===== src/rtl/core/mrfc_pkg.sv =====
`default_nettype none

package mrfc_pkg;

	// Frame layout
	localparam int unsigned PosWidth = 3;
	localparam logic [PosWidth-1:0] PosAddr = 3'd0;
	localparam logic [PosWidth-1:0] PosReg  = 3'd3;
	localparam logic [PosWidth-1:0] PosCrcEnd = 3'd6;   // bytes below this feed the CRC
	localparam logic [PosWidth-1:0] PosLast = 3'd7;

	// CRC-16/MODBUS
	localparam logic [15:0] CrcInit = 16'hFFFF;
	localparam logic [15:0] CrcPoly = 16'hA001;

	// Configuration registers
	localparam logic [7:0]  ResetSlaveAddress = 8'h04;
	localparam logic [15:0] ResetExpectedCrc  = 16'h605F;
	localparam int unsigned CfgIdxWidth  = 1;
	localparam int unsigned CfgDataWidth = 16;
	localparam logic [CfgIdxWidth-1:0] CfgSlaveAddress = 1'd0;
	localparam logic [CfgIdxWidth-1:0] CfgExpectedCrc  = 1'd1;

	// Output beat packing
	localparam int unsigned OutDataWidth = 32;

	typedef struct packed {
		logic        addressed;
		logic        crc_ok;
		logic [7:0]  register_number;
		logic [15:0] computed_crc;
	} result_t;

	// One byte through the reflected CRC, bit by bit
	function automatic logic [15:0] crc_byte(input logic [15:0] crc_in, input logic [7:0] data);
		logic [15:0] c;
		c = crc_in ^ {8'h00, data};
		for (int k = 0; k < 8; k++) begin
			if (c[0]) begin
				c = (c >> 1) ^ CrcPoly;
			end else begin
				c = c >> 1;
			end
		end
		return c;
	endfunction

endpackage

`default_nettype wire


===== src/rtl/core/modbus_request_frame_checker_unit.sv =====
// Path: input register, then result register on the eighth byte of a frame. Throughput:
// one byte per cycle unless a frame's last byte waits on a busy result register, one
// beat per 8 bytes; input and result registers each refill in the cycle they empty.
// Reset (arst_n low): frame position to byte 0, no frame matched, CRC to 0xFFFF,
// slave_address to 0x04, expected_crc to 0x605F, both beat registers empty.
`default_nettype none

module modbus_request_frame_checker_unit (
	input  wire logic        clk,
	input  wire logic        arst_n,
	input  wire logic        s_axis_tvalid,
	output logic             s_axis_tready,
	input  wire logic [7:0]  s_axis_tdata,   // rx_byte
	output logic             m_axis_tvalid,
	input  wire logic        m_axis_tready,
	// addressed[0], crc_ok[1], register_number[9:2], computed_crc[25:10], zero pad
	output logic [mrfc_pkg::OutDataWidth-1:0] m_axis_tdata,
	input  wire logic        cfg_we,
	input  wire logic [mrfc_pkg::CfgIdxWidth-1:0]  cfg_index,
	input  wire logic [mrfc_pkg::CfgDataWidth-1:0] cfg_data
);

	logic [7:0]  slave_address_q;
	logic [15:0] expected_crc_q;

	logic              hold_valid;
	logic [7:0]        hold_byte;
	logic              last_byte;
	logic              out_free;
	logic              take;
	mrfc_pkg::result_t result;

	// Configuration registers
	always_ff @(posedge clk or negedge arst_n) begin
		if (!arst_n) begin
			slave_address_q <= mrfc_pkg::ResetSlaveAddress;
			expected_crc_q  <= mrfc_pkg::ResetExpectedCrc;
		end else if (cfg_we) begin
			unique case (cfg_index)
				mrfc_pkg::CfgSlaveAddress: slave_address_q <= cfg_data[7:0];
				mrfc_pkg::CfgExpectedCrc:  expected_crc_q  <= cfg_data;
				default: ;
			endcase
		end
	end

	// Held byte moves on unless it closes a frame and the result slot is busy
	assign take = hold_valid && (!last_byte || out_free);

	mrfc_in_stage u_in (
		.clk        (clk),
		.arst_n     (arst_n),
		.in_valid   (s_axis_tvalid),
		.in_ready   (s_axis_tready),
		.in_byte    (s_axis_tdata),
		.take       (take),
		.hold_valid (hold_valid),
		.hold_byte  (hold_byte)
	);

	mrfc_frame_core u_core (
		.clk           (clk),
		.arst_n        (arst_n),
		.go            (take),
		.rx_byte       (hold_byte),
		.slave_address (slave_address_q),
		.expected_crc  (expected_crc_q),
		.last_byte     (last_byte),
		.result        (result)
	);

	mrfc_out_reg u_out (
		.clk       (clk),
		.arst_n    (arst_n),
		.load      (take && last_byte),
		.result    (result),
		.free      (out_free),
		.out_valid (m_axis_tvalid),
		.out_ready (m_axis_tready),
		.out_data  (m_axis_tdata)
	);

endmodule

`default_nettype wire


===== src/rtl/core/mrfc_in_stage.sv =====
`default_nettype none

module mrfc_in_stage (
	input  wire logic       clk,
	input  wire logic       arst_n,
	input  wire logic       in_valid,
	output logic            in_ready,
	input  wire logic [7:0] in_byte,
	input  wire logic       take,      // downstream consumes the held beat
	output logic            hold_valid,
	output logic [7:0]      hold_byte
);

	logic       valid_s1;
	logic [7:0] byte_s1;

	// Refill as soon as the held beat leaves
	assign in_ready = !valid_s1 || take;

	always_ff @(posedge clk or negedge arst_n) begin
		if (!arst_n) begin
			valid_s1 <= 1'b0;
		end else if (in_ready) begin
			valid_s1 <= in_valid;
		end
	end

	always_ff @(posedge clk) begin
		if (in_ready && in_valid) begin
			byte_s1 <= in_byte;
		end
	end

	assign hold_valid = valid_s1;
	assign hold_byte  = byte_s1;

endmodule

`default_nettype wire


===== src/rtl/core/mrfc_frame_core.sv =====
`default_nettype none

module mrfc_frame_core (
	input  wire logic        clk,
	input  wire logic        arst_n,
	input  wire logic        go,
	input  wire logic [7:0]  rx_byte,
	input  wire logic [7:0]  slave_address,
	input  wire logic [15:0] expected_crc,
	output logic             last_byte,
	output mrfc_pkg::result_t result
);

	logic [mrfc_pkg::PosWidth-1:0] pos_q;
	logic                          matched_q;
	logic [15:0]                   crc_q;
	logic [7:0]                    reg_q;

	logic        first;
	logic        match_now;
	logic [15:0] crc_base;
	logic [15:0] crc_next;

	// Per-byte frame logic
	always_comb begin
		first     = (pos_q == mrfc_pkg::PosAddr);
		match_now = first ? (rx_byte == slave_address) : matched_q;
		crc_base  = first ? mrfc_pkg::CrcInit : crc_q;
		crc_next  = (match_now && (pos_q < mrfc_pkg::PosCrcEnd))
			? mrfc_pkg::crc_byte(crc_base, rx_byte) : crc_base;
		last_byte = (pos_q == mrfc_pkg::PosLast);
	end

	always_ff @(posedge clk or negedge arst_n) begin
		if (!arst_n) begin
			pos_q     <= mrfc_pkg::PosAddr;
			matched_q <= 1'b0;
			crc_q     <= mrfc_pkg::CrcInit;
		end else if (go) begin
			if (last_byte) begin
				pos_q     <= mrfc_pkg::PosAddr;
				matched_q <= 1'b0;
				crc_q     <= mrfc_pkg::CrcInit;
			end else begin
				pos_q     <= pos_q + 3'd1;
				matched_q <= match_now;
				crc_q     <= crc_next;
			end
		end
	end

	// Requested register number
	always_ff @(posedge clk) begin
		if (go && match_now && (pos_q == mrfc_pkg::PosReg)) begin
			reg_q <= rx_byte;
		end
	end

	// Result seen on the last byte of a frame
	always_comb begin
		result.addressed       = matched_q;
		result.crc_ok          = matched_q && (crc_q == expected_crc);
		result.register_number = matched_q ? reg_q : 8'h00;
		result.computed_crc    = matched_q ? crc_q : 16'h0000;
	end

endmodule

`default_nettype wire


===== src/rtl/core/mrfc_out_reg.sv =====
`default_nettype none

module mrfc_out_reg (
	input  wire logic              clk,
	input  wire logic              arst_n,
	input  wire logic              load,
	input  wire mrfc_pkg::result_t result,
	output logic                   free,
	output logic                   out_valid,
	input  wire logic              out_ready,
	output logic [mrfc_pkg::OutDataWidth-1:0] out_data
);

	logic              valid_q;
	mrfc_pkg::result_t res_q;

	assign free = !valid_q || out_ready;

	always_ff @(posedge clk or negedge arst_n) begin
		if (!arst_n) begin
			valid_q <= 1'b0;
		end else if (free) begin
			valid_q <= load;
		end
	end

	always_ff @(posedge clk) begin
		if (free && load) begin
			res_q <= result;
		end
	end

	assign out_valid = valid_q;
	// addressed, crc_ok, register_number, computed_crc from bit 0 up
	assign out_data = {6'd0, res_q.computed_crc, res_q.register_number,
		res_q.crc_ok, res_q.addressed};

endmodule

`default_nettype wire

===== config.mk =====
export PLATFORM = sky130hd
export DESIGN_NAME = modbus_request_frame_checker_unit
export DESIGN_NICKNAME = d
export VERILOG_FILES = /design/src/rtl/core/mrfc_pkg.sv /design/src/rtl/core/modbus_request_frame_checker_unit.sv /design/src/rtl/core/mrfc_in_stage.sv /design/src/rtl/core/mrfc_frame_core.sv /design/src/rtl/core/mrfc_out_reg.sv
export SDC_FILE = /design/constraint.sdc
export NUM_CORES = 1
export LEC_CHECK = 0
export ABC_AREA = 1
export BUFFER_PORTS_ARGS = -buffer_cell sky130_fd_sc_hd__buf_2
export CAP_MARGIN = 20
export CORE_UTILIZATION = 35
export CTS_CLUSTER_DIAMETER = 200
export DETAILED_ROUTE_END_ITERATION = 8
export GPL_ROUTABILITY_DRIVEN = 0
export HOLD_SLACK_MARGIN = 0.06
export PLACE_DENSITY = 0.49
export SYNTH_ARGS = -nofsm -noshare
export SYNTH_HDL_FRONTEND = slang
export SYNTH_SLANG_ARGS = --single-unit

===== constraint.sdc =====
create_clock -name clk -period 5.9 [get_ports clk]
set_input_delay 0.59 -clock clk [delete_from_list [all_inputs] [get_ports clk]]
set_output_delay 0.59 -clock clk [all_outputs]
set_load 0.01 [all_outputs]

==> results.sh <==
export IMPL_antenna_left=0
export IMPL_postCtsSetupBuffers=0
export IMPL_numCtsBuffers=9
export IMPL_postSynthCellCount=480
export IMPL_clk_pin_slew_ns=0.06
export IMPL_dr_pass1_iters=5
export IMPL_path_max_fanout=26
export IMPL_cts_sinks=88
export IMPL_seq_area_frac_synth_pct=55.8
export IMPL_worst_pin_slew_ns=0.996
export IMPL_io_pins=64
export IMPL_portBuffers=57
export IMPL_rsz0062_at_grt="no"
export IMPL_p_leak_nw=2.56
export IMPL_antenna_found_initial=0
export IMPL_yosysTopAreaCell="edfxtp_1"
export IMPL_hold_viol=0
export IMPL_grt_total_usage_pct=16.1
export IMPL_max_freq_ghz=0.344
export IMPL_synth_edf_count=42
export IMPL_grt_ovfl_total=0
export IMPL_wl_um=9330
export IMPL_viasPerCell=4.40
export IMPL_multiInputGateArea_um2=1540
export IMPL_chipWidth_um=114
export IMPL_finalNetCount=570
export IMPL_synth_top_area_share_pct=28.8
export IMPL_pwr_share_comb_pct=19.2
export IMPL_yosysMostFrequentCell="nand2_1"
export IMPL_maxCapViolCount=0
export IMPL_synth_area_top_cells="edfxtp_1 29%, dfstp_2 15%, nand2_1 12%"
export IMPL_skew_ns=0.00874
export IMPL_required_ns=5.86
export IMPL_htree_levels=3
export IMPL_layout_min_cycle_time_ns=2.90
export IMPL_grt_pass1_vias=3104
export IMPL_cts_root_buf="clkbuf_16"
export IMPL_startpoint_type="flop"
export IMPL_outcome="finished, final reports clean"
export IMPL_vias=3119
export IMPL_end_kind="flop"
export IMPL_hold_buffers=0
export IMPL_critPathKind="flop to flop"
export IMPL_p_switching_mw=0.513
export IMPL_n_antenna_cell=0
export IMPL_die_area_um2=13000
export IMPL_grt_max_degree=47
export IMPL_start_util_pct=36.1
export IMPL_synthToLayoutAreaGrowth_pct=17.6
export IMPL_core_um2=12100
export IMPL_rows=40
export IMPL_p_int_mw=1.27
export IMPL_hpwl_um=6970
export IMPL_netlist_top_cells_count="144 x nand2_1, 75 x inv_1, 42 x edfxtp_1, 29 x o21ai_0, 25 x dfstp_2"
export IMPL_arrival_ns=2.87
export IMPL_cts_tree="yes"
export IMPL_drc=0
export IMPL_p_seq_share_pct=44.4
export IMPL_fillers=1268
export IMPL_regArea_um2=2440
export IMPL_final_setup_viol_count=0
export IMPL_cts_resized=0
export IMPL_clockBufferDepth=2
export IMPL_avgRoutedWirePerCell_um=13.2
export IMPL_die_y_um=114
export IMPL_placed_area_um2=4770
export IMPL_clkLatencyLatePin_ns=0.35
export IMPL_hold_class="input port to asynchronous set/reset pin"
export IMPL_slew_headroom_pct=33.5
export IMPL_yosys_warnings=0
export IMPL_synth_flop_cell="edfxtp_1"
export IMPL_drive_gt1_share_pct=23.3
export IMPL_synth_area_per_cell_um2=9.12
export IMPL_first_iter_violations=156
export IMPL_ir_drop_mv=0.159
export IMPL_syn_cell_area_um2=4380
export IMPL_switching_share_pct=28.7
export IMPL_fin_area_um2=5150
export IMPL_grt_pass1_wl_um=15400
export IMPL_period_share_pct=49.2
export IMPL_drv_slew=0
export IMPL_synthDistinctLibCells=37
export IMPL_finalPower_mw=1.78
export IMPL_ys_ff_latch=88
export IMPL_clkPwrFrac_pct=36.4
export IMPL_power_density_nw_per_um2=346
export IMPL_tns_ns=0
export IMPL_synth_async_sr_flop_share_pct=52.3
power groups by stage:
stage	clock network (mW)	registers, mW	logic, mW
floorplan	0	0.781	0.281
global placement	0	0.802	0.339
detailed placement	0	0.803	0.343
CTS	0.669	0.791	0.345
global route	0.690	0.802	0.397
finish	0.649	0.791	0.343
per-layer routing:
layer	GRT usage (%)	vias to the layer above	share of wire, %
met2	24.3	62	43
met4	9.26	0	3.2
met3	4.04	19	3.9
met5	0	-	0
li1	-	1631	-
met1	21.2	1407	50
kinds of logic (layout without fill, tap and decap cells):
group	after synthesis	count (layout)	share of synthesized area, %
and+or+nand+nor	202	202	19.5
muxes	8	8	2.06
adders and majority gates	4	4	1.14
xor gates and xnor gates	17	17	3.57
DFF	88	88	55.8
AOI/OAI and AO/OA	64	64	8.32
other	1	6	0.0857
buffers and inverters	96	152	9.44
registers in the layout, summed over array words and instances, names as in the netlist:
name and count:
expected_crc_q 16, slave_address_q 8, u_core.crc_q 16, u_core.matched_q 1, u_core.pos_q 3, u_core.reg_q 8
u_in.hold_byte 8, u_in.hold_valid 1, u_out.out_data 26, u_out.out_valid 1
path summary, 6_finish.rpt:
check / startpoint / endpoint / depth (start not counted) / slack, ns
worst max-delay path: u_core.pos_q[0]$_DFFE_PN0P_ / u_out.out_data[23]$_SDFFCE_PN0P_ / 7 / 3.00
worst min-delay path: arst_n / slave_address_q[1]$_DFFE_PN0P_ / 1 / 0.19
worst max register to register: u_core.pos_q[0]$_DFFE_PN0P_ / u_out.out_data[23]$_SDFFCE_PN0P_ / 7 / 3.00
worst min register to register: expected_crc_q[0]$_DFFE_PN1P_ / expected_crc_q[0]$_DFFE_PN1P_ / 2 / 0.50
max in group asynchronous: arst_n / u_core.crc_q[12]$_DFFE_PN1P_ / 2 / 5.13
min in group clk: s_axis_tdata[6] / u_in.hold_byte[6]$_DFFE_PP_ / 1 / 0.41
per-stage QoR:
stage                     setup slack [ns]  instances  hold WS, ns  util, %
after floorplan                       3.53        485        0.294        -
after global placement                3.08        692        0.490     39.4
after detailed placement              2.99        692        0.494     39.4
after CTS                             2.98        708        0.400     42.3
after global routing                  2.74        709        0.211     42.5
final                                 3.00        709        0.185     42.5
area by class of cell:
class	instances	area share [%]
clock inverters	2	0.754
well taps	168	4.08
clock buffers	14	6.18
flip-flops and latches	88	47.5
multi-input cells	301	29.9
repair buffers	58	5.93
inverters	78	5.69
layout by cell type, fill, tap and decap left out, drive strengths merged, types with 4 or more instances in the layout:
cell type and n:
dfstp 25, inv 77, a21oi 14, nor2 16
mux2 8, dfrtp 21, edfxtp 42, nand3 24
buf 58, xor2 9, clkbuf 14, or2 4
o21ai 36, xnor2 8, a31oi 4, ha 4
conb 6, nand2 154
worst max-delay path: stages, from the launching register on:
cell and delay (ns):
dfrtp_1 0.41, ha_1 0.23, ha_1 0.25, nand3_1 0.10, nand2_1 0.24, inv_1 0.40, nand2_1 0.13, inv_1 0.74
No activity file was read; power rests on OpenSTA's default activity.
